<file path="src/sv/assert_macros.svh">
// Assertion helpers shared by the median filter files.
`ifndef ASSERT_MACROS_SVH
`define ASSERT_MACROS_SVH

// Property checked at every clock edge outside reset.
`define RMF_ASSERT(lbl, clk, rst_n, prop, msg) \
    lbl: assert property (@(posedge clk) disable iff (!rst_n) (prop)) else $error(msg);

// Consequent must hold in the cycle after the antecedent.
`define RMF_ASSERT_NEXT(lbl, clk, rst_n, ante, cons, msg) \
    lbl: assert property (@(posedge clk) disable iff (!rst_n) (ante) |=> (cons)) else $error(msg);

`endif

</file>
<file path="src/sv/rmf_pkg.sv">
package rmf_pkg;

    localparam int SAMPLE_W   = 10;
    localparam int TDATA_W    = 16;
    localparam int WINDOW_DEF = 100;

    typedef logic [SAMPLE_W-1:0] t_sample;

endpackage

</file>
<file path="src/sv/rmf_cell.sv">
// One slot of the sorted window plus one stage of the sample history line.
module rmf_cell
    import rmf_pkg::*;
(
    input  logic    i_clk,
    input  logic    i_rst_n,
    input  logic    i_shift,
    input  t_sample i_new,
    input  t_sample i_old,
    input  t_sample i_prev,
    input  logic    i_has_prev,
    input  t_sample i_next,
    input  logic    i_has_next,
    input  t_sample i_hist,
    output t_sample o_val,
    output t_sample o_hist
);

    t_sample r_val;
    t_sample r_hist;
    t_sample n_val;

    t_sample rem_here;
    logic    rem_here_vld;
    t_sample rem_prev;

    // Sorted list after dropping the first entry equal to the oldest sample:
    // entries below the dropped one stay, those above slide down by one.
    always_comb begin
        if (r_val < i_old) begin
            rem_here     = r_val;
            rem_here_vld = 1'b1;
        end else begin
            rem_here     = i_next;
            rem_here_vld = i_has_next;
        end
        rem_prev = (i_prev < i_old) ? i_prev : r_val;

        // Insert the new sample: keep smaller entries, push larger ones up.
        if (rem_here_vld && (rem_here <= i_new)) begin
            n_val = rem_here;
        end else if (i_has_prev && (rem_prev > i_new)) begin
            n_val = rem_prev;
        end else begin
            n_val = i_new;
        end
    end

    always_ff @(posedge i_clk) begin
        if (!i_rst_n) begin
            r_val  <= '0;
            r_hist <= '0;
        end else if (i_shift) begin
            r_val  <= n_val;
            r_hist <= i_hist;
        end
    end

    assign o_val  = r_val;
    assign o_hist = r_hist;

endmodule

</file>
<file path="config.mk">
export PLATFORM = sky130hd
export DESIGN_NAME = rmf_cell
export DESIGN_NICKNAME = d
export VERILOG_FILES = /design/src/sv/assert_macros.svh /design/src/sv/rmf_pkg.sv /design/src/sv/rmf_cell.sv
export SDC_FILE = /design/constraint.sdc
export NUM_CORES = 1
export LEC_CHECK = 0
export ABC_CLOCK_PERIOD_IN_PS = 3800
export BUFFER_PORTS_ARGS = -buffer_cell sky130_fd_sc_hd__buf_4
export CAP_MARGIN = 20
export CORE_MARGIN = 3
export CORE_UTILIZATION = 35
export CTS_CLUSTER_SIZE = 24
export DETAILED_ROUTE_END_ITERATION = 10
export GPL_ROUTABILITY_DRIVEN = 0
export SLEW_MARGIN = 20
export SYNTH_ARGS = -nofsm -noshare
export SYNTH_HDL_FRONTEND = slang
export SYNTH_SLANG_ARGS = --single-unit
</file>
<file path="constraint.sdc">
create_clock -name i_clk -period 3.8 [get_ports i_clk]
set_clock_uncertainty 0.2 [all_clocks]
set_input_delay 0.19 -clock i_clk [delete_from_list [all_inputs] [get_ports i_clk]]
set_output_delay 0.19 -clock i_clk [all_outputs]
set_load 0.01 [all_outputs]
</file>
# == After elaboration in Yosys (flattened, before gate mapping) ==
# Cells that the tools add are included.
# word_totals
elab_cells,13
out_inout_bits,20
regBits,20
inputBits,55
# classes
magnitude_cmp,4
n_reduce_logical,2
n_mux,5
# ops
cell,n
2-to-1 mux 10 bit,4
< comparator 10 bit,2
greater-than comparator 10 bit,1
less-or-equal comparator 10 bit,1
logical AND 1 bit,2
2-to-1 mux 1 bit,1

# == Logic depth before layout (Yosys ltp) ==
# depth
ltp_word,6
mapped_depth,18
mapped_depth_nobuf,16

# == Worst setup path after synthesis ==
# Ideal clock, no wire load.
# synth_timing
path_kind,reg-to-reg
from,register r_val[4] (netlist: o_val[4])
to,register r_val[4] (netlist: o_val[4])
required_time_ps,3526
t_arrival_ps,3053
period_less_slack_ps,3327
path_stages_with_launch,17
slack_ps,473
path_buffers,2
setup_ps,74
cell_sequence,dfxtp_1 > ha_1 > a21oi_1 > nand2_1 > a31oi_1 > nand2_1 > buf_4 > mux2_1 > ha_1 > nand4_2 > nor3_2 > o21ai_1 > o211ai_2 > a22oi_2 > bufbuf_8 > a211o_1 > a31oi_1
# synth_between
elab_chain_len,5
elab_cells_between_ends,10
classes_between,order compare (3); mux (5); reduce/logical (2)
# synth_rtl
element,line,source
start: declaration,rmf_cell.sv:19,t_sample r_val;
start signal: assignment,rmf_cell.sv:54,r_val <= n_val;
< comparator 10 bit / 2-to-1 mux 10 bit (equally long branches),"rmf_cell.sv:30, rmf_cell.sv:37",
2-to-1 mux 10 bit / greater-than comparator 10 bit (equally long branches),"rmf_cell.sv:30, rmf_cell.sv:42",
less-or-equal comparator 10 bit / logical AND 1 bit (equally long branches),"rmf_cell.sv:40, rmf_cell.sv:42",
logical AND 1 bit / 2-to-1 mux 10 bit (equally long branches),"rmf_cell.sv:40, rmf_cell.sv:42",
2-to-1 mux 10 bit *,rmf_cell.sv:40,if (rem_here_vld && (rem_here <= i_new)) begin
# Mark *: on every way between the ends. The rest lies on a longest branch, timed or not.
# A chain may end at the register's enable or synchronous reset.

# == Worst setup path in the final report ==
# layout_timing
from,register r_val[7] (netlist: o_val[7])
to,register r_val[5] (netlist: o_val[5])
# Same word-level chain as after synthesis.

==> results by group <==
Cells and area
  – Fillers: 550
  – Layout cell share with drive strength beyond 1: 28.7%
  – Synthesis-to-layout area growth: 41.1%
  – Post-route cell area: 2910 um^2
  – Post-layout util: 51.9%
  – Fin nets: 428
  – N_diodes: 0

Run status
  – Status: complete, no violations

Critical path
  – Worst Path Arrival: 3.55 ns
  – End of the worst register-to-register path: o_val[5]$_SDFFE_PN0P_
  – R2R setup slack: 0.23 ns
  – Crit Path Category: flip-flop to flip-flop
  – Worst R2R Path Depth: 15
  – Worst setup path startpoint: o_val[7]$_SDFFE_PN0P_
  – Peak fanout along the critical path: 20
  – Setup crit start kind: flip-flop
  – R2R Path Start: o_val[7]$_SDFFE_PN0P_
  – Critical Path RT: 3.79 ns
  – CP Capture Point: o_val[5]$_SDFFE_PN0P_
  – CP endpoint kind: flip-flop

Clocking
  – Post-CTS setup buffers: 0
  – Clock Path Buffers: 2
  – Sink Count: 20
  – CTS tree: yes
  – Clock-pin slew on the worst setup and hold paths: 0.08 ns
  – Root buffer selected by CTS: clkbuf_8
  – TritonCTS Buffers: 3
  – Max H-tree Level: 1
  – Clock Latency Late Sink: 0.26 ns

Route
  – DR WL/cell: 14.5 um
  – DR vias: 2054
  – Post-route ant nets: 0
  – Initial DRC count: 89
  – Drt via density: 5.06
  – Drt pass-1 iters: 5
  – # DRC: 0
  – Routed WL: 5880 um

Synthesis
  – #FFs+latches synth: 20
  – Async SR Flop Fraction: 0%
  – Seq/Total Area, Yosys: 19.4%
  – Number of library cell types mapped by synthesis: 32
  – Cell Area, Synth: 2060 um^2
  – Mapped Cells: 246
  – Syn_nets: 339
  – Avg Cell Area, Syn: 8.39 um^2
  – Post-synth EDFFs: 0
  – Syn. warnings: 0
  – Post-synth top flop: dfxtp_1

Floorplan
  – Initial Utilization: 36.8%
  – Cell Rows: 27
  – I/O pin total: 75
  – Die footprint: 6850 um^2
  – Die H: 82.8 um
  – Core Footprint: 5610 um^2
  – Die Wd: 82.8 um

STA
  – Highest clock rate: 280 MHz
  – Slew headroom: 77.0%
  – TNS Setup: 0 ns
  – Slew Limit Fails: 0
  – Hold Fails Final Rpt: 0
  – Worst-Margin Slew: 0.345 ns
  – Minimum clock period: 3.57 ns
  – Crit share post-route: 93.9%
  – Setup violators final: 0

Power and ir drop
  – Cell Pwr Density: 308 nW/um^2
  – Leakage: 1.55 nW
  – Max VDD drop: 0.185 mV

Hold path
  – Worst hold path type: input port to flip-flop

Run
  – Max-Cap Viols: 0

Placed design
  – DP HPWL: 4750 um
  – # port buffers: 74
  – Post-Place Cell Area: 2720 um^2

Global routing
  – GRT Overall Usage: 17.1%
  – Largest net degree at the start of global routing: 31
  – Vias in the first global route: 1883
  – First-pass GRT wire length: 9250 um
  – Grt total ovfl: 0
  – Antenna violations before repair: 0
## kinds of logic after synthesis
family          after synthesis  share of synthesized area [%]
flops                        20                           19.4
mux                          30                           15.1
fa+ha+maj                    38                           23.0
buf+inv                      40                           9.04
compound gates               59                           19.5
simple gates                 59                           13.9
## how the worst min path moves through the flow
stage,startpoint,end,cells after the start
after floorplan,i_hist[9],o_hist[9]$_SDFFE_PN0P_,2
after global placement,i_hist[7],o_hist[7]$_SDFFE_PN0P_,3
after detailed placement,i_hist[2],o_hist[2]$_SDFFE_PN0P_,3
after CTS,i_rst_n,o_val[3]$_SDFFE_PN0P_,3
after global routing,i_rst_n,o_val[3]$_SDFFE_PN0P_,3
final,i_rst_n,o_val[8]$_SDFFE_PN0P_,3
## cells in the mapped netlist, types with 2 or more instances
master,n,area (um^2)
ha_1,38,475
inv_1,29,109
mux2i_1,21,210
dfxtp_1,20,400
nand2_1,17,63.8
nor2_1,17,63.8
o21ai_0,13,65.1
a211o_1,11,96.3
a31oi_1,11,68.8
nor2b_1,11,68.8
mux2_1,9,101
a21oi_1,8,40.0
nand3_1,6,30.0
a211oi_1,5,37.5
clkbuf_1,4,15.0
a21o_1,3,22.5
nand2b_1,3,18.8
nand4_1,3,18.8
buf_2,2,10.0
buf_6,2,22.5
o21ai_1,2,10.0
## critical path, stage by stage (launching register included)
cell and delay, ns:
dfxtp_1 0.33, ha_1 0.29, a21oi_1 0.15, o21ai_0 0.13, a31oi_2 0.24, nand2_2 0.16
mux2_1 0.37, ha_1 0.32, nand4_2 0.18, nor3_4 0.25, o21ai_1 0.10, o211ai_2 0.07
a22oi_2 0.09, buf_12 0.16, a211o_1 0.27, a31oi_1 0.17
## routing by layer
| metal | global-route usage, % | wire length [um] | up-vias |
|---|---|---|---|
| li1 | - | - | 1062 |
| met4 | 3.59 | 42 | 0 |
| met5 | 0 | 0 | - |
| met3 | 0.972 | 249 | 4 |
| met1 | 26.4 | 2820 | 940 |
| met2 | 26.0 | 2770 | 48 |
## power by group
part / internal, mW / switching, mW
logic: 0.219 / 0.220
clock network: 0.141 / 0.0742
registers: 0.228 / 0.0153
## sequential cells by signal, indices dropped and copies added (netlist names)
signal	count
o_hist	10
o_val	10
## per-stage QoR
step                power [mW]  hold slack, ns  instances  setup slack, ns
finish                   0.897          0.0812        406            0.232
global route             0.970          0.0840        406          -0.0110
CTS                      0.897          0.0692        405           0.0735
detailed placement       0.672           0.259        391            0.101
global placement         0.667           0.251        391            0.128
floorplan                0.522           0.159        246            0.473
## layout by cell type, fill, tap and decap left out, types with 2 or more instances in the layout
master	Yosys	final
a21o_1	3	3
a211oi_1	5	5
nand2b_1	3	3
nor2b_1	11	11
mux2i_1	21	21
nand3_1	6	6
nor2_1	17	17
dfxtp_1	20	20
ha_1	38	38
mux2_1	9	8
o21ai_0	13	13
nand2_2	0	2
clkbuf_8	0	3
a211o_1	11	11
a21oi_1	8	8
o21ai_1	2	2
inv_1	29	29
nand4_1	3	3
a31oi_1	11	10
buf_4	1	83
dlygate4sd3_1	0	10
nand2_1	17	16
## area by class of cell
| class | count | area [um^2] | area share (%) |
|---|---|---|---|
| Multi-Input combinational cell | 187 | 1500 | 51.4 |
| Clock buffer | 3 | 41.3 | 1.42 |
| Clock inverter | 1 | 30.0 | 1.03 |
| Tap cell | 72 | 90.1 | 3.09 |
| Inverter | 29 | 109 | 3.74 |
| Timing Repair Buffer | 94 | 743 | 25.5 |
| Sequential cell | 20 | 400 | 13.8 |
## timing repair
| action | CTS | global route |
|---|---|---|
| gates resized for setup | 0 | 5 |
| hold buffers | 10 | 0 |
| endpoints found under the setup margin | 0 | 10 |
| hold endpoints to repair | 10 | 0 |
Note: power is estimated with default switching activity, not from simulation.
