`src/sv/assert_macros.svh`:
```
// Assertion helpers shared by the median filter files.
`ifndef ASSERT_MACROS_SVH
`define ASSERT_MACROS_SVH

// Property checked at every clock edge outside reset.
`define RMF_ASSERT(lbl, clk, rst_n, prop, msg) \
    lbl: assert property (@(posedge clk) disable iff (!rst_n) (prop)) else $error(msg);

// Consequent must hold in the cycle after the antecedent.
`define RMF_ASSERT_NEXT(lbl, clk, rst_n, ante, cons, msg) \
    lbl: assert property (@(posedge clk) disable iff (!rst_n) (ante) |=> (cons)) else $error(msg);

`endif

```
`src/sv/rmf_pkg.sv`:
```
package rmf_pkg;

    localparam int SAMPLE_W   = 10;
    localparam int TDATA_W    = 16;
    localparam int WINDOW_DEF = 100;

    typedef logic [SAMPLE_W-1:0] t_sample;

endpackage

```
`src/sv/rmf_median_out.sv`:
```
`include "assert_macros.svh"

// Average of the two middle slots and the output register.
module rmf_median_out
    import rmf_pkg::*;
(
    input  logic               i_clk,
    input  logic               i_rst_n,
    input  logic               i_load,
    input  t_sample            i_lo,
    input  t_sample            i_hi,
    output logic               o_free,
    output logic               o_m_tvalid,
    input  logic               i_m_tready,
    output logic [TDATA_W-1:0] o_m_tdata    // [9:0] median
);

    logic                r_out_vld;
    t_sample             r_median;
    logic [SAMPLE_W:0]   sum;
    logic                out_stall;

    // Odd windows pass the same slot twice, so the mean is that slot.
    assign sum = {1'b0, i_lo} + {1'b0, i_hi};

    always_ff @(posedge i_clk) begin
        if (!i_rst_n) begin
            r_out_vld <= 1'b0;
        end else if (i_load) begin
            r_out_vld <= 1'b1;
        end else if (i_m_tready) begin
            r_out_vld <= 1'b0;
        end
    end

    always_ff @(posedge i_clk) begin
        if (i_load) begin
            r_median <= sum[SAMPLE_W:1];
        end
    end

    assign o_free     = !r_out_vld || i_m_tready;
    assign o_m_tvalid = r_out_vld;
    assign o_m_tdata  = {{(TDATA_W-SAMPLE_W){1'b0}}, r_median};
    assign out_stall  = r_out_vld && !i_m_tready;

    `RMF_ASSERT_NEXT(a_load_shows, i_clk, i_rst_n, i_load, r_out_vld, "loaded median not valid")
    `RMF_ASSERT_NEXT(a_hold_vld, i_clk, i_rst_n, out_stall, r_out_vld, "median dropped")
    `RMF_ASSERT_NEXT(a_hold_data, i_clk, i_rst_n, out_stall, $stable(r_median), "median changed")

endmodule

```
`config.mk`:
```
export PLATFORM = sky130hd
export DESIGN_NAME = rmf_median_out
export DESIGN_NICKNAME = d
export VERILOG_FILES = /design/src/sv/rmf_pkg.sv /design/src/sv/rmf_median_out.sv
export VERILOG_INCLUDE_DIRS = /design/src /design/src/sv
export SDC_FILE = /design/constraint.sdc
export NUM_CORES = 1
export LEC_CHECK = 0
export ABC_AREA = 1
export CAP_MARGIN = 20
export CORE_MARGIN = 8
export CORE_UTILIZATION = 40
export DETAILED_ROUTE_END_ITERATION = 16
export DONT_BUFFER_PORTS = 1
export SLEW_MARGIN = 20
export SYNTH_ARGS = -nofsm -noshare
export SYNTH_HDL_FRONTEND = slang
export SYNTH_SLANG_ARGS = --single-unit
```
`constraint.sdc`:
```
create_clock -name i_clk -period 1.6 [get_ports i_clk]
set_input_delay 0.16 -clock i_clk [delete_from_list [all_inputs] [get_ports i_clk]]
set_output_delay 0.16 -clock i_clk [all_outputs]
set_load 0.05 [all_outputs]
```
After elaboration in Yosys (flattened, before gate mapping)
Index checks and enable logic that the tools add are counted.

word-level totals
  register bits after elaboration = 11
  bits in latches = 0
  bits in writable memories = 0
  bits in read-only memories = 0
  input bits = 24
  output and inout bits = 18
  logic and storage cells = 8
  memories kept = 0

cells by class
  add/sub/neg operators = 1
  $mul = 0
  div/mod/pow operators = 0
  magnitude comparators = 0
  equal/unequal tests = 0
  shift-type cells = 0
  muxes and demuxes = 2
  bitwise gates (word level) = 0
  reduce and logical (&&, ||, !) cells = 3

operators with widths
  cell                                       number
  10-bit by 10-bit adder with 11-bit output  1
  1-bit two-way mux                          2
  2-bit nonzero test                         1
  1-bit zero test                            1
  1-bit logical OR                           1

Logic depth before layout (Yosys ltp)
Gate-level depths: netlist (run 1).

  word-level depth = 2
  gate-level depth with buffers = 9
  mapped depth without buffers = 9

Worst setup path after synthesis (run 1)
OpenSTA, ideal clock, no wires.

  kind = reg-to-reg
  start = reg, netlist name o_m_tvalid
  end = reg r_out_vld (netlist: o_m_tvalid)
  setup time = 0.078 ns
  arrival = 1.277 ns
  required time = 1.522 ns
  slack = 0.245 ns
  stages on the path, launching flop included = 3
  buffers on the path = 0
  period minus slack after synthesis = 1.355 ns
  cell sequence = dfxtp_1 nand2_1 a21boi_0

RTL lines
  element               RTL line              RTL
  end signal, assigned  rmf_median_out.sv:28  r_out_vld <= 1'b0;
  end signal, assigned  rmf_median_out.sv:30  r_out_vld <= 1'b1;
  end signal, assigned  rmf_median_out.sv:32  r_out_vld <= 1'b0;
  end, declared         rmf_median_out.sv:18  logic r_out_vld;

Final worst setup path (run 1)
  start = in i_lo[0]
  end = reg r_median[7] (data pin)

between the ends
  word-level cells in the longest chain between the ends = 1

ends and longest elaborated chain
  element                                    RTL line              RTL
  start, declared                            rmf_median_out.sv:10  input t_sample i_lo,
  10-bit by 10-bit adder with 11-bit output  rmf_median_out.sv:24  assign sum = {1'b0, i_lo} + {1'b0, i_hi};
  named net sum[8]                           rmf_median_out.sv:20  logic [SAMPLE_W:0] sum;
  end signal, assigned                       rmf_median_out.sv:38  r_median <= sum[SAMPLE_W:1];
  end, declared                              rmf_median_out.sv:19  t_sample r_median;

The timed path passes the listed nets, and every way through them passes these cells.
A chain may end at the register's enable or synchronous reset.

==> impl_summary.md, run 1 <==
Cells and area
The share of layout cells above drive strength 1 is 6.612%. The layout filler cell count is ~230. The number of antenna diodes in the final layout is 0. The final core utilization is 44.55%. The final layout net count is between 150 and 200. The finished cells cover 957.2 um^2. The growth of design area from synthesis to finish is 7.898%.

Timing
Once routing completed, OpenROAD measured the worst setup slack at between 0.4 and 0.5 ns. The share of the clock period used by the worst path after layout is between 70% and 80%. Setup repair after global routing left no endpoint under its margin. The worst setup skew after layout is 0 ns. The final-layout setup total negative slack is 0 ns.

The worst-case hold slack is about 0.039 ns. The final hold violation count is 0. Derived from the worst setup path, the maximum achievable clock frequency is ~0.9 GHz. The time the final worst path needs with I/O delays and setup is 1.134 ns. The number of setup violations in the final report is 0. The max-slew violation count was 0.

Route
The total wire length after detailed routing is around 1900 um. After detailed routing, the number of vias per cell comes to 4.732. The number of design rule violations left after detail routing is 0.

The number of DRC markers after the initial detailed-route iteration is 6. The number of iterations in the first detailed-routing pass is 4. The post-detailed-route count of antenna-violating nets is 0. Across all layers, the routed design uses roughly 700 vias. In the final routed layout, each cell accounts on average for approximately 13 um.

Global routing
Global routing finished with a remaining overflow of 0. The first global-routing pass estimated between 3000 and 4000 um of wire. The pin count of the biggest net entering global routing is 9.

Global routing used just under 10% of the available tracks. The via count of the first global-routing pass is 708. The number of antenna violations at the first check in global routing is 0.

Yosys
The share of synthesized area in the top cell type comes to roughly a third. The async set-or-reset flop fraction in the synthesized netlist is 0%. The cell area after technology mapping is roughly 900 um^2. The count of flip-flops with a built-in enable after synthesis is 10. The synthesized netlist contains 21 unique library cells.

By area the synthesized netlist is led by sky130_fd_sc_hd__edfxtp_1 34%, sky130_fd_sc_hd__nand2_1 16%, sky130_fd_sc_hd__ha_1 13%. sky130_fd_sc_hd__edfxtp_1 takes more of the synthesized area than any other cell. By count the netlist is led by 38 x sky130_fd_sc_hd__nand2_1, 20 x sky130_fd_sc_hd__inv_1, 10 x sky130_fd_sc_hd__edfxtp_1. Synthesis handed over a netlist of about 110 instances.

The register bit count reported by yosys is 11. The average cell area after synthesis is 7.782 um^2. The post-synthesis sequential area ratio is between 30% and 40%. For this run, the leading register cell type out of synthesis is sky130_fd_sc_hd__edfxtp_1. For this run, the number of Yosys warnings is 0.

Among all cell types in the netlist, the one instantiated most often is sky130_fd_sc_hd__nand2_1.

Hold path
The startpoint of the worst hold path is i_load. The worst-case hold path end point is o_m_tvalid. In this run the worst hold path is classified as primary input to flip-flop. The worst hold path was traced through 2 stages.

Worst setup path
The setup check on the worst reg-to-reg path leaves a slack of 1.00 ns. The category of the most critical setup path is primary input to flip-flop. STA classifies the critical path endpoint as a flip-flop. The worst setup path is launched from a primary input.

The startpoint of the lowest-slack register-to-register path is o_m_tvalid. The maximum fanout count along the critical path is 3. At the worst endpoint, the arrival time is between 1 and 1.5 ns. The reg-to-reg endpoint is o_m_tvalid. Counting cells, the worst reg-to-reg path comes to 2. STA puts the critical path data required time at between 1.5 and 2 ns.

Floorplan
During I/O placement, the number of pins put on the boundary was 42. The floorplan step set the die width to about 63 um. Measured along the y axis, the die boundary spans about 63 um. The standard-cell row count is 17. Once the floorplan was initialized, standard cells occupied 41.29% of the core. The placeable core region is approximately 2100 um^2. The die area is roughly 4000 um^2.

CTS
The cell sitting at the root of the clock tree is a sky130_fd_sc_hd__clkbuf_4. After clock tree synthesis, the clock-pin slew on the worst setup and hold paths is approximately 0.060 ns. The hold-fix buffer count after cts is 2. CTS built an H-tree with a depth of 1. The quantity of gates resized following cts is 0.

The clock net in this run drives a total of 11 sinks. In this run, CTS created clock tree buffers numbering 3. The number of post-CTS setup repair buffers is 0. For the worst-skew pair, the clock arrives at the later sink with an insertion delay of ~0.26 ns.

The longest clock path from root to sink contains 2 buffers. The clock tree from TritonCTS is done.

Placed design
Summing all placed instances gives a cell area of ~910 um^2. Routability-driven placement finished with a final weighted congestion of roughly 0.75. The port buffer count is 0.

Summed over all nets, the half-perimeter wirelength after detailed placement is roughly 1600 um. The worst setup slack after placement is around 0.18 ns.

Power
In this run the static leakage power is approximately 0.00051 uW. The power density relative to cell area is between 900 and 1000 nW/um^2. The worst-case IR drop observed on VDD is about 0.36 mV.

Flow run
The max-capacitance violation count is 0.

Outcome
The run finished with clean final reports.
-- report_power, final --
part           switching (uW)  internal [uW]  leakage, uW
sequential                143            368     0.000106
combinational             161           78.2     0.000389
clock                    81.1           96.2    0.0000150
-- final cells by class --
class	instances	area (um^2)	share of cell area [%]
inverter	20	75.07	7.843
sequential	11	320.3	33.46
timing repair buffer	4	35.03	3.660
tap	28	35.03	3.660
clock buffer	4	26.28	2.745
multi-input combinational	82	465.4	48.63
-- registers in the layout (all words and copies together) (netlist names) --
register,flops
o_m_tvalid,1
r_median,10
-- logic make-up (layout without fill, tap and decap cells) --
| kind of cell | count (synthesis) | in the layout | share of synthesized area, % |
|---|---|---|---|
| other | 1 | 6 | 0.4227 |
| AND/OR/NAND/NOR | 52 | 52 | 23.27 |
| XOR/XNOR | 3 | 3 | 2.962 |
| AO/OA/AOI/OAI | 11 | 11 | 8.745 |
| adder cells (fa/ha/maj) | 10 | 10 | 14.95 |
| buffers and inverters | 26 | 28 | 13.54 |
| flip-flops | 11 | 11 | 36.11 |
-- worst max path at each step --
stage | from | to | depth (start not counted)
floorplan | o_m_tvalid | o_m_tvalid | 2
global placement | i_lo[0] | r_median[7] | 6
detailed placement | i_lo[0] | r_median[7] | 6
CTS | i_lo[0] | r_median[7] | 6
global route | i_lo[0] | r_median[7] | 6
finish | i_lo[0] | r_median[7] | 6
-- layer usage --
metal | global-route usage (%) | part of all wire (%) | up-vias
met3 | 2.120 | 4.8 | 6
li1 | - | - | 366
met5 | 0 | 0 | -
met2 | 16.26 | 48 | 30
met4 | 8.547 | 3.1 | 0
met1 | 9.855 | 44 | 303
-- critical path, cell delays in order --
cell,delay (ns)
sky130_fd_sc_hd__nand2_1,0.10
sky130_fd_sc_hd__fa_1,0.44
sky130_fd_sc_hd__o21ai_2,0.21
sky130_fd_sc_hd__nand2_1,0.09
sky130_fd_sc_hd__nand3_1,0.09
sky130_fd_sc_hd__nand2_1,0.06
-- stage by stage --
| step | cells | power [uW] |
|---|---|---|
| after floorplan | 119 | 713.4 |
| after global placement | 143 | 743.2 |
| after detailed placement | 143 | 749.8 |
| after CTS | 149 | 940.2 |
| after global routing | 149 | 993.5 |
| final | 149 | 927.2 |
-- placed cells by master, fill, tap and decap left out --
cell type,netlist,final
sky130_fd_sc_hd__a21boi_0,1,1
sky130_fd_sc_hd__a21o_1,1,1
sky130_fd_sc_hd__a21oi_1,3,3
sky130_fd_sc_hd__a21oi_2,1,1
sky130_fd_sc_hd__a31oi_1,1,1
sky130_fd_sc_hd__buf_4,6,2
sky130_fd_sc_hd__clkbuf_1,0,1
sky130_fd_sc_hd__clkbuf_4,0,3
sky130_fd_sc_hd__conb_1,1,6
sky130_fd_sc_hd__dfxtp_1,1,1
sky130_fd_sc_hd__dlygate4sd3_1,0,2
sky130_fd_sc_hd__edfxtp_1,10,10
sky130_fd_sc_hd__fa_1,1,1
sky130_fd_sc_hd__ha_1,9,9
sky130_fd_sc_hd__inv_1,20,20
sky130_fd_sc_hd__nand2_1,38,38
sky130_fd_sc_hd__nand3_1,6,6
sky130_fd_sc_hd__nand4_1,1,1
sky130_fd_sc_hd__nor2_1,6,6
sky130_fd_sc_hd__nor3_1,1,1
sky130_fd_sc_hd__o21ai_2,2,2
sky130_fd_sc_hd__o21bai_1,2,2
sky130_fd_sc_hd__xnor2_1,1,1
sky130_fd_sc_hd__xor2_1,2,2
(Power assumes the default switching activity.)
==> run 2, diff against run 1 <==
==> constraint.sdc (replaced) <==
create_clock -name i_clk -period 0.9 [get_ports i_clk]
set_input_delay 0.09 -clock i_clk [delete_from_list [all_inputs] [get_ports i_clk]]
set_output_delay 0.09 -clock i_clk [all_outputs]
set_load 0.05 [all_outputs]
==> impl_summary.md, run 2 (synthesis gave the netlist of run 1 again) <==
Cells and area
The commonest non-fill, non-tap cell in the layout is sky130_fd_sc_hd__nand2_1. The top register by number of flip-flops is r_median. The area growth from synthesis to layout is 49.51%. The repair_antennas step left the layout with diodes totalling 0. The share of layout cells above drive strength 1 is 34.03%.

In the layout the commonest cells are 34 x sky130_fd_sc_hd__nand2_1, 19 x sky130_fd_sc_hd__inv_1, 14 x sky130_fd_sc_hd__buf_4. The number of flip-flops in the largest register is 10. After filler insertion, the fill cell instance count of the layout stands at a little under 200.

The net count of the finished layout is between 150 and 200.

Global routing
The number of antenna violations at the first check in global routing came to 0. Global routing used about a tenth of the available tracks across all layers. The via count of the first global-routing pass is just under 800. The first global-routing pass estimated 3187 um of wire. Global routing finished with a remaining overflow of 0. Entering global routing, the biggest net connects 12 pins.

Floorplan
In this run the horizontal extent of the chip is about 63 um. The standard-cell row count is 17. In this run the standard cell core region covers about 2100 um^2.

From bottom edge to top edge, the die measures 63.10 um. The initial core utilization is about 41%. The number of top-level design ports is 42. The die area is about 4000 um^2.

Power
Power spread over the standard cell area amounts to 1450 nW/um^2. The static power due to leakage is roughly 0.00064 uW. The design draws just under 2000 uW. Across the VDD grid, the largest voltage drop is 0.8517 mV.

CTS
The cell sitting at the root of the clock tree is a sky130_fd_sc_hd__clkbuf_4. No sink is reached through more buffers than the 2 on the longest clock path. Counting the buffers created by CTS gives 3. CTS saw 11 sinks. The hold-fix buffer count after cts is 2. Clock-pin slew was measured on the worst setup and hold paths at about 0.06 ns. For the worst-skew pair, the clock arrives at the later sink with an insertion delay of approximately 0.26 ns. TritonCTS built the clock tree. In this run the number of H-tree levels came out at 1.

Worst setup path
The maximum fanout count along the critical path is 1. Traced cell by cell, the critical path runs through buf_6. Together, buffers and inverters on the worst path number 1. The critical path data arrival time is roughly 0.8 ns.

The startpoint kind of the worst setup timing path is a flip-flop. The required time of the worst setup path is roughly 0.81 ns. On the worst path, the slowest cell contributes a delay of between 0.3 and 0.4 ns. Grouping stages by cell kind, the critical path spends the most delay in flip-flops. The slowest cell on the critical path is sky130_fd_sc_hd__edfxtp_1.

The critical path is of the flip-flop to output pin type. STA classifies the critical path endpoint as an output pin.

Route
The routed design has 1889 um of wire. The number of iterations in the first detailed-routing pass is 4. The post-detailed-route count of antenna-violating nets is 0. Dividing the detail-routed wire length by the instance count gives ~11 um. Using the TritonRoute via totals, the vias-per-cell ratio works out to about 4.5. The number of design rule violations left after detail routing is 0. The vias after detailed routing is a little under 800. The number of DRC markers after the initial detailed-route iteration is 22.

Placed design
The HPWL after detailed placement is 1641 um. Routability-driven placement finished with a final weighted congestion of 0.7713. Buffers placed on the I/O ports in this run total 0.

The worst setup slack after placement is -0.2433 ns.

Timing
Setup repair after global routing could not meet its margin everywhere. The max-slew violation count came to 0. Between clock sinks in the finished design, the worst skew comes to 0 ns. The time the final worst path needs with I/O delays and setup is between 0.9 and 1 ns. After layout, the worst path uses 100.3% of the clock period. Setup violations remaining at the end of the flow were counted as 2. The worst-case hold slack is -0.06510 ns. Timing would allow up to between 1 and 1.5 GHz. The final hold violation count is 10. Setup slack on the critical path of the routed design comes to -0.002972 ns.

Outcome
The flow ran to the end, but the final reports show violations. The checks that failed: hold timing, setup timing.

Flow run
Across the run, the number of max-cap violations was 0.

Hold path
The type of the worst min-delay path is primary input to flip-flop.
==> run 2: changes by cell type in the layout (fill, tap and decap cells not counted), sizes merged <==
cell	previous run	this run
buf	2	25
==> run 2: cell type report <==
| class | count | area [um^2] | area share (%) |
|---|---|---|---|
| well taps | 28 | 35.03 | 2.642 |
| flip-flops and latches | 11 | 321.6 | 24.25 |
| multi-input cells | 82 | 610.6 | 46.04 |
| repair buffers | 27 | 252.7 | 19.06 |
| inverters | 20 | 80.08 | 6.038 |
| clock buffers | 4 | 26.28 | 1.981 |
==> run 2: worst paths after layout <==
check,from,endpoint,slack [ns],depth (start not counted)
max,r_median[1],o_m_tdata[1],-0.003,1
max reg2reg,o_m_tvalid,o_m_tvalid,0.27,2
min,i_load,r_median[0],-0.07,0
min reg2reg,o_m_tvalid,o_m_tvalid,0.52,2
==> run 2: routing by layer <==
layer	up-vias	track usage (%)	share of wire, %
met4	0	5.983	2.5
li1	410	-	-
met2	31	15.75	48
met3	5	5.830	11
met1	328	9.459	38
met5	-	0	0
==> run 2: per-stage QoR <==
step                      setup TNS (ns)  util, %  area, um^2  std cells  hold WS, ns
after global placement            -1.643    57.48        1235        166       0.2039
final                          -0.004636    61.74        1326        172     -0.06510
after global routing             -0.3711    61.74        1326        172     -0.08689
after detailed placement          -1.671    57.48        1235        166       0.2040
after CTS                       -0.08610    61.74        1326        172     -0.07661
after floorplan                   -1.164        -        1057        119       0.2025
==> run 2: report_power, final <==
group / switching (uW) / internal (uW)
Sequential: 28.7 / 650
Clock: 144 / 171
Combinational: 552 / 378
Total: 724 / 1200
==> run 2: timing repair <==
action | CTS | global route
setup endpoints to repair | 11 | 12
pin swaps | 1 | 0
hold endpoints to repair | 11 | 10
resized for setup | 12 | 0
setup buffers | 0 | 0
==> run 3, diff against run 2 <==
--- a/config.mk
+++ b/config.mk
@@ -12,6 +12,7 @@
 export CORE_UTILIZATION = 40
 export DETAILED_ROUTE_END_ITERATION = 16
 export DONT_BUFFER_PORTS = 1
+export PLACE_DENSITY_LB_ADDON = 0.2
 export SLEW_MARGIN = 20
 export SYNTH_ARGS = -nofsm -noshare
 export SYNTH_HDL_FRONTEND = slang
==> impl_summary.md, run 3 (synthesis gave the netlist of run 1 again) <==
CTS
The hold-fix buffer count after cts is 2. The clock transition at the register clock pins on the worst setup and hold paths after CTS is approximately 0.07 ns. The later pin in the worst-skew pair is clocked with a latency of 0.26 ns. The maximum clock path buffer count is 2. Clock tree synthesis found a total of 11 sinks. The clock tree root buffer cell is sky130_fd_sc_hd__clkbuf_4.

The clock tree from TritonCTS is done. In this run, CTS created clock tree buffers numbering 3. The level count of the clock H-tree is 1.

Cells and area
The repair_antennas step left the layout with diodes totalling 0. The register with the most flip-flops in the layout has 10 of them. Once layout is complete, the utilization of the core stands at between 60% and 70%. The final design area excluding fillers is around 1400 um^2. For this run, the post-layout net count is roughly 180.

The share of layout cells above drive strength 1 is 39.86%. Leaving out fill and tap cells, the most frequent cells in the layout are 28 x sky130_fd_sc_hd__nand2_1, 19 x sky130_fd_sc_hd__inv_1, 13 x sky130_fd_sc_hd__buf_4. Compared with the post-synthesis result, the final layout area differs by 53.46%. The layout filler cell count is ~200. The commonest non-fill, non-tap cell in the layout is sky130_fd_sc_hd__nand2_1.

Counting flops per register, the top entry is r_median.

Route
The first routing iteration left 9 violations. The number of vias per cell is between 4 and 5. The number of iterations in the first detailed-routing pass is 4.

The average detailed-routed wire length per instance is around 12 um. The vias after detailed routing is roughly 800. The total wire length after detailed routing is slightly above 2000 um.

The post-detailed-route count of antenna-violating nets is 0. The number of design rule violations left after detail routing is 0.

Global routing
The global-route wire length before repair is 3367 um. The overall overflow remaining after global route is 0. Global routing consumed, on the met2 layer, a little under a fifth of the routing resources.

The global router's overall resource usage is between 10% and 20%. The via count of the first global-routing pass was slightly above 800. The number of antenna violations at the first check in global routing is 0. The layer flagged by global routing as most heavily used is met2. The fraction of met1 tracks used by global routing is 9.006%. The global routing met3 resource utilization is 5.654%. The pin count of the biggest net entering global routing is 12.

Timing
Final hold analysis gives a worst-case slack of -0.06758 ns. Across the routed clock network, the largest skew measured is 0 ns. The final hold violation count is 10.

The worst setup slack after layout is -0.01292 ns. Setup violations remaining at the end of the flow were counted as 4. The max-slew violation count was 0. The final-layout setup total negative slack is -0.02562 ns. Dividing the final minimum period by the clock period gives 101.4%. The time the final worst path needs with I/O delays and setup is around 0.91 ns. The upper clock frequency limit is ~1.1 GHz.

Setup repair after global routing could not meet its margin everywhere.

Flow run
Max-cap violations in this run came to 0.

Outcome
The flow ran to the end, but the final reports show violations. The checks that failed: hold timing, setup timing.

Placed design
The worst setup slack after placement is -0.2760 ns. The count of buffers added on input and output ports is 0. After detailed placement, the total cell area comes to between 1000 and 1500 um^2. The congestion estimate from routability-driven global placement came to about 0.78. The HPWL after detailed placement is roughly 1700 um.

Hold path
In this run the worst hold path is classified as primary input to flip-flop.

Power
The worst vdd rail ir drop is approximately 0.83 mV. The power density relative to cell area is around 1400 nW/um^2. The overall power after layout is about 2000 uW. In this run the static leakage power is around 0.00064 uW.

Floorplan
For this configuration, the core starts out at a cell density of 41.29%. The number of top-level design ports is 42. The die area is 3981 um^2. The standard-cell row count is 17. The core region is 2148 um^2. The height of the chip is between 60 and 70 um. In this run the horizontal extent of the chip is around 63 um.

Worst setup path
The maximum fanout count along the critical path is 2. The category of the most critical setup path is flip-flop to output pin. The worst setup path is captured at an output pin. For the worst setup path, the data arrival time is between 0.8 and 0.9 ns.

The required time of the worst setup path is 0.81 ns. STA classifies the critical path startpoint as a flip-flop.
[run 3: cell count changes in the layout (fill, tap and decap cells not counted), moves of 2 or more]
cell and change:
sky130_fd_sc_hd__nand2_2 +6, sky130_fd_sc_hd__nand2_1 -6, sky130_fd_sc_hd__nand3_1 -2, sky130_fd_sc_hd__nand3_2 +2
[run 3: area by class of cell]
| class | instances | area [um^2] | area share, % |
|---|---|---|---|
| well taps | 28 | 35.03 | 2.574 |
| repair buffers | 26 | 245.2 | 18.01 |
| multi-input cells | 82 | 653.1 | 47.98 |
| inverters | 20 | 80.08 | 5.882 |
| flip-flops and latches | 11 | 321.6 | 23.62 |
| clock buffers | 4 | 26.28 | 1.930 |
[run 3: timing repair]
item,4_1_cts,5_1_grt
buffers inserted,0,1
pin swaps,1,6
endpoints found under the setup margin,8,18
gates resized for setup,9,14
cloned,0,0
hold endpoints to repair,11,10
[run 3: path summary, 6_finish.rpt]
check | slack (ns) | depth (start not counted) | from | to
setup / recovery | -0.01 | 2 | o_m_tvalid | o_free
hold / removal | -0.07 | 0 | i_load | r_median[5]
setup reg to reg | 0.21 | 2 | o_m_tvalid | o_m_tvalid
hold reg to reg | 0.54 | 2 | o_m_tvalid | o_m_tvalid
[run 3: metrics by stage]
step,instances,hold WS (ns)
3_5_place_dp,164,0.2039
3_3_place_gp,164,0.2039
4_1_cts,170,-0.06642
5_1_grt,171,-0.08513
6_report,171,-0.06758
2_1_floorplan,119,0.2025
[run 3: routing by layer]
metal  vias up  part of all wire, %
met4         0                  1.1
met2        27                   54
li1        410                    -
met3         4                   11
met1       354                   34
met5         -                    0
[run 3: power breakdown]
part	switching (uW)	total (uW)	internal, uW	leakage [uW]
registers	29.8	679	650	0.000106
clock network	153	324	171	0.0000150
logic	577	965	388	0.000522
total	759	1970	1210	0.000643
[run 3: worst max-delay path, cell delays in order, from the launching register on]
cell                      delay (ns)
sky130_fd_sc_hd__dfxtp_2        0.34
sky130_fd_sc_hd__nand2_2        0.07
sky130_fd_sc_hd__buf_8          0.15
